[src/rtl/stgpc_pkg.sv]
// shared types, constants and register codes for the stereo channel strip
package stgpc_pkg;

    // sample width of the input and result fields
    localparam int SAMPLE_BITS = 24;

    // configuration port widths
    localparam int CFG_INDEX_BITS = 3;
    localparam int CFG_DATA_BITS  = 32;

    // register widths
    localparam int BAND_GAIN_BITS = 15;
    localparam int CHAN_GAIN_BITS = 16;
    localparam int THRESH_BITS    = 23;
    localparam int RATIO_BITS     = 16;

    // register reset values
    localparam logic [BAND_GAIN_BITS-1:0] LOW_BAND_GAIN_RST  = 15'd16384;
    localparam logic [BAND_GAIN_BITS-1:0] HIGH_BAND_GAIN_RST = 15'd16384;
    localparam logic [CHAN_GAIN_BITS-1:0] LEFT_GAIN_RST      = 16'd4096;
    localparam logic [CHAN_GAIN_BITS-1:0] RIGHT_GAIN_RST     = 16'd4096;
    localparam logic [THRESH_BITS-1:0]    COMP_THRESHOLD_RST = 23'd8388607;
    localparam logic [RATIO_BITS-1:0]     RATIO_RECIP_RST    = 16'd65535;

    typedef enum logic [CFG_INDEX_BITS-1:0] {
        REG_LOW_BAND_GAIN    = 3'd0,
        REG_HIGH_BAND_GAIN   = 3'd1,
        REG_LEFT_GAIN        = 3'd2,
        REG_RIGHT_GAIN       = 3'd3,
        REG_COMP_THRESHOLD   = 3'd4,
        REG_RATIO_RECIPROCAL = 3'd5,
        REG_COMP_ENABLE      = 3'd6
    } reg_index_t;

    typedef struct packed {
        logic signed [SAMPLE_BITS-1:0] left_in;
        logic signed [SAMPLE_BITS-1:0] right_in;
    } in_t;

    typedef struct packed {
        logic signed [SAMPLE_BITS-1:0] left_out;
        logic signed [SAMPLE_BITS-1:0] right_out;
    } out_t;

    // registers shared by both lanes
    typedef struct packed {
        logic [BAND_GAIN_BITS-1:0] low_band_gain;
        logic [BAND_GAIN_BITS-1:0] high_band_gain;
        logic [THRESH_BITS-1:0]    comp_threshold;
        logic [RATIO_BITS-1:0]     ratio_reciprocal;
        logic                      comp_enable;
    } lane_cfg_t;

    // per-stage load strobes from the sequencer to the lanes
    typedef struct packed {
        logic lp;
        logic mul;
        logic band;
        logic chan;
        logic comp;
    } step_t;

endpackage

[src/rtl/stgpc_ctrl.sv]
// sequencer that walks one stereo pair through the lane stages
module stgpc_ctrl (
    input  logic                 aclk,
    input  logic                 aresetn,
    input  logic                 s_valid,
    input  logic                 out_free,
    output logic                 s_ready,
    output logic                 load_out,
    output stgpc_pkg::step_t     step
);
    import stgpc_pkg::*;

    typedef enum logic [5:0] {
        ST_IDLE = 6'b000001,
        ST_MUL  = 6'b000010,
        ST_BAND = 6'b000100,
        ST_CHAN = 6'b001000,
        ST_COMP = 6'b010000,
        ST_DONE = 6'b100000
    } state_t;

    state_t state_reg, state_next;
    logic   accept;

    assign load_out = (state_reg == ST_DONE) && out_free;
    assign s_ready  = (state_reg == ST_IDLE) || load_out;
    assign accept   = s_valid && s_ready;

    assign step.lp   = accept;
    assign step.mul  = (state_reg == ST_MUL);
    assign step.band = (state_reg == ST_BAND);
    assign step.chan = (state_reg == ST_CHAN);
    assign step.comp = (state_reg == ST_COMP);

    always_comb begin
        state_next = state_reg;
        case (state_reg)
            ST_IDLE: begin
                if (accept) state_next = ST_MUL;
            end
            ST_MUL:  state_next = ST_BAND;
            ST_BAND: state_next = ST_CHAN;
            ST_CHAN: state_next = ST_COMP;
            ST_COMP: state_next = ST_DONE;
            ST_DONE: begin
                if (load_out) state_next = accept ? ST_MUL : ST_IDLE;
            end
            default: state_next = ST_IDLE;
        endcase
    end

    always_ff @(posedge aclk) begin
        if (!aresetn) begin
            state_reg <= ST_IDLE;
        end else begin
            state_reg <= state_next;
        end
    end

endmodule

[config.mk]
export PLATFORM = sky130hd
export DESIGN_NAME = stgpc_ctrl
export DESIGN_NICKNAME = d
export VERILOG_FILES = /design/src/rtl/stgpc_pkg.sv /design/src/rtl/stgpc_ctrl.sv
export SDC_FILE = /design/constraint.sdc
export NUM_CORES = 1
export LEC_CHECK = 0
export ABC_AREA = 1
export ABC_CLOCK_PERIOD_IN_PS = 2950
export BUFFER_PORTS_ARGS = -buffer_cell sky130_fd_sc_hd__buf_2
export CAP_MARGIN = 40
export CORE_AREA = 2 2 39 41
export DETAILED_ROUTE_END_ITERATION = 7
export DIE_AREA = 0 0 41 43
export GPL_TIMING_DRIVEN = 0
export MAX_ROUTING_LAYER = met4
export SETUP_SLACK_MARGIN = 0.1
export SLEW_MARGIN = 5
export SYNTH_ARGS = -nofsm -noshare
export SYNTH_HDL_FRONTEND = slang
export SYNTH_SLANG_ARGS = --single-unit
[constraint.sdc]
create_clock -name aclk -period 2.95 [get_ports aclk]
set_input_delay 0.59 -clock aclk [delete_from_list [all_inputs] [get_ports aclk]]
set_output_delay 0.59 -clock aclk [all_outputs]
set_load 0.005 [all_outputs]
==> impl_table.tex <==
\begin{tabular}{lr}
\hline
Metric & Value \\
\hline
\multicolumn{2}{l}{\textbf{Global routing}} \\
\quad Maximum number of pins on one net before global-route repair & 6 \\
\quad Overall Global Routing Usage & 0.113 \\
\quad Vias in the first global route & 324 \\
\quad Total grt overflow & 0 \\
\quad Wire length of the first global-routing pass & 1.28 mm \\
\quad Number of antenna violations at the first check in global routing & 0 \\
\multicolumn{2}{l}{\textbf{Clocking}} \\
\quad H-Tree Level Count & 1 \\
\quad Maximum root-to-sink buffer count & 2 \\
\quad Number of clock sinks & 6 \\
\quad \# hold bufs at CTS & 0 \\
\quad Buffer count from post-CTS setup fixing & 0 \\
\quad \# resized after CTS & 0 \\
\quad Clock-pin slew on the worst setup and hold paths & 50 ps \\
\quad Root Driver & clkbuf\_4 \\
\quad Number of buffers created by CTS & 3 \\
\quad Clock latency on the worst-skew pair & 250 ps \\
\quad Clock tree from TritonCTS & done \\
\multicolumn{2}{l}{\textbf{Die}} \\
\quad Initial standard-cell utilization of the core & 0.290 \\
\quad Placeable core region & 0.00138 mm² \\
\quad I/O pin count & 11 \\
\quad Cell row count & 14 \\
\quad Die ar. & 0.00176 mm² \\
\quad Height of the chip & 43 µm \\
\quad Die width & 41 µm \\
\multicolumn{2}{l}{\textbf{Worst setup path}} \\
\quad Standard cell with the maximum stage delay on the critical path & dfxtp\_1 \\
\quad Worst path cell trace & nor2\_4 -> nand2\_4 -> nor2\_4 -> nand2\_2 -> nand2\_2 -> nand2\_2 -> inv\_1 -> buf\_4 -> buf\_2 \\
\quad Stage delay of the slowest cell on the critical path & 330 ps \\
\quad Cell occurring most often along the worst timing path & nand2\_2 \\
\quad Critical Path RT & 2360 ps \\
\quad CP Max Fanout & 4 \\
\quad Setup CP Type & reg -> out \\
\quad Kind of capture point of the worst setup path & primary output \\
\quad CP Data Arrival Time & 1400 ps \\
\quad Kind of start point of the critical path & register \\
\multicolumn{2}{l}{\textbf{Logic synthesis}} \\
\quad Combined area of all synthesized cells & 402 µm² \\
\quad Number of distinct library cells after synthesis & 14 \\
\quad Fraction of the yosys area taken by sequential cells & 0.299 \\
\quad Cells after synthesis & 63 \\
\quad FF+latch count, synth & 6 \\
\quad Number of synthesis warnings & 0 \\
\quad Post-synth net total & 67 \\
\quad Leading area contributor after synthesis & dfxtp\_1 \\
\quad Mapped Avg Cell Area & 6.38 µm² \\
\quad Portion of synthesized cell area occupied by the leading cell type & 0.299 \\
\quad Largest cells by area after synthesis & dfxtp\_1 30\%, inv\_1 16\%, nand2\_1 10\% \\
\multicolumn{2}{l}{\textbf{STA}} \\
\quad Slew HR & 0.843 \\
\quad Ratio of final minimum period to clock period & 0.673 \\
\quad Final hold violations & 0 \\
\quad Fmax achieved & 504 MHz \\
\quad Worst clock skew on the final layout & 1.96 ps \\
\quad Final setup margin & 964 ps \\
\quad Final count of negative-setup-slack endpoints & 0 \\
\quad Period minus WS final & 1990 ps \\
\quad Accumulated negative setup slack & 0 ps \\
\quad RSZ-0062 raised after global routing & false \\
\quad Number of max-slew violations in the final report & 0 \\
\quad Pin slew with the least headroom to its limit & 235 ps \\
\multicolumn{2}{l}{\textbf{Final layout}} \\
\quad Utilization after layout & 0.357 \\
\quad Count of inserted antenna diode cells & 0 \\
\quad Area Overhead vs Synth & 23.1\% \\
\quad Final cell count without fillers & 92 \\
\quad Number of flip-flops in the largest register & 6 \\
\quad Share of cells above drive strength 1 & 0.329 \\
\quad Net count of the finished layout & 82 \\
\multicolumn{2}{l}{\textbf{Run}} \\
\quad Count of maximum capacitance violations & 0 \\
\multicolumn{2}{l}{\textbf{Drt}} \\
\quad First-pass iteration count of the detailed router & 4 \\
\quad Residual DRC & 0 \\
\quad Number of nets with antenna violations after detailed routing & 0 \\
\quad Number of DRC markers after the initial detailed-route iteration & 11 \\
\quad Post-detailed-route via-to-cell ratio & 4.14 \\
\quad Vias post-DR & 381 \\
\quad Routed length per instance & 8.11 µm \\
\quad Total Wirelength & 746 µm \\
\multicolumn{2}{l}{\textbf{Place}} \\
\quad GPL Wtd Cong & 0.758 \\
\quad Worst slack at placement & 1190 ps \\
\quad PortBufs & 10 \\
\quad Post-DP HPWL & 610 µm \\
\quad \# placed instances & 89 \\
\multicolumn{2}{l}{\textbf{Pwr}} \\
\quad Worst IR drop on VDD & 0.000145 V \\
\quad Total power density per cell area & 512 mW/mm² \\
\quad Final total power & 0.253 mW \\
\quad Cell leakage power & 0.302 nW \\
\multicolumn{2}{l}{\textbf{Outcome}} \\
\quad Outcome & complete, no violations \\
\multicolumn{2}{l}{\textbf{Worst hold path}} \\
\quad Min-Delay Path Class & reg -> reg \\
\hline
\end{tabular}
Yosys cell counts (all sizes together):
cell and count:
nand4 1, inv 17, dfxtp 6, buf 1, o21a 1, nor2 16
a21oi 1, nand2 15, nand3 5
cell usage in the layout (no fill, tap or decap):
| cell | n |
|---|---|
| dfxtp_1 | 6 |
| a21oi_1 | 1 |
| nand2_4 | 1 |
| nand3_2 | 1 |
| nor2_1 | 10 |
| buf_4 | 1 |
| nand4_1 | 1 |
| inv_1 | 17 |
| nand3_1 | 4 |
| nand2_2 | 3 |
| o21a_1 | 1 |
| clkbuf_4 | 3 |
| nand2_1 | 11 |
| nor2_4 | 3 |
| nor2_2 | 3 |
| buf_2 | 10 |
worst max-delay path: cells and delay by family, from the launching register on:
family / cells / cell delay [ps]
and+or+nand+nor: 6 / 590
DFF: 1 / 330
buffers and inverters: 3 / 230
report_power, final:
group | internal [mW] | leakage [nW] | switching, mW
registers | 0.0877 | 0.0490 | 0.00714
clock network | 0.0462 | 0.0138 | 0.0326
logic | 0.0333 | 0.239 | 0.0461
path summary, 6_finish.rpt:
path	slack, ps	startpoint	to	depth (start not counted)
worst max-delay path	960	state_reg[2]$_SDFFE_PN0P_	step[4]	9
worst min-delay path	610	state_reg[2]$_SDFFE_PN0P_	state_reg[3]$_SDFFE_PN0P_	4
worst max register to register	1810	state_reg[5]$_SDFFE_PN0P_	state_reg[0]$_SDFFE_PN1P_	8
worst min register to register	610	state_reg[2]$_SDFFE_PN0P_	state_reg[3]$_SDFFE_PN0P_	4
per-layer routing:
metal / GRT usage / wire length (µm) / vias to the layer above / share of wire
met3: 0.0314 / 55 / 4 / 0.074
met2: 0.147 / 304 / 14 / 0.41
met4: 0.0800 / 29 / 0 / 0.039
li1: - / - / 207 / -
met1: 0.145 / 357 / 156 / 0.48
met5: - / 0 / - / 0
kinds of logic after synthesis:
kind of cell    synth area share
buf+inv                    0.178
simple gates               0.492
compound gates            0.0311
flops                      0.299
metrics by stage:
step | hold WS (ps) | instance area [µm²]
floorplan | 577 | 402
global placement | 608 | 472
detailed placement | 608 | 472
CTS | 609 | 494
global route | 629 | 494
finish | 606 | 494
final cells by class:
type,instances,area [µm²]
timing repair buffer,10,50.0
clock buffer,3,22.5
multi-input combinational,39,210
buffer,1,7.51
fill,172,890
tap,16,20.0
sequential,6,120
inverter,17,63.8
Power figures use the tool's default switching activity.
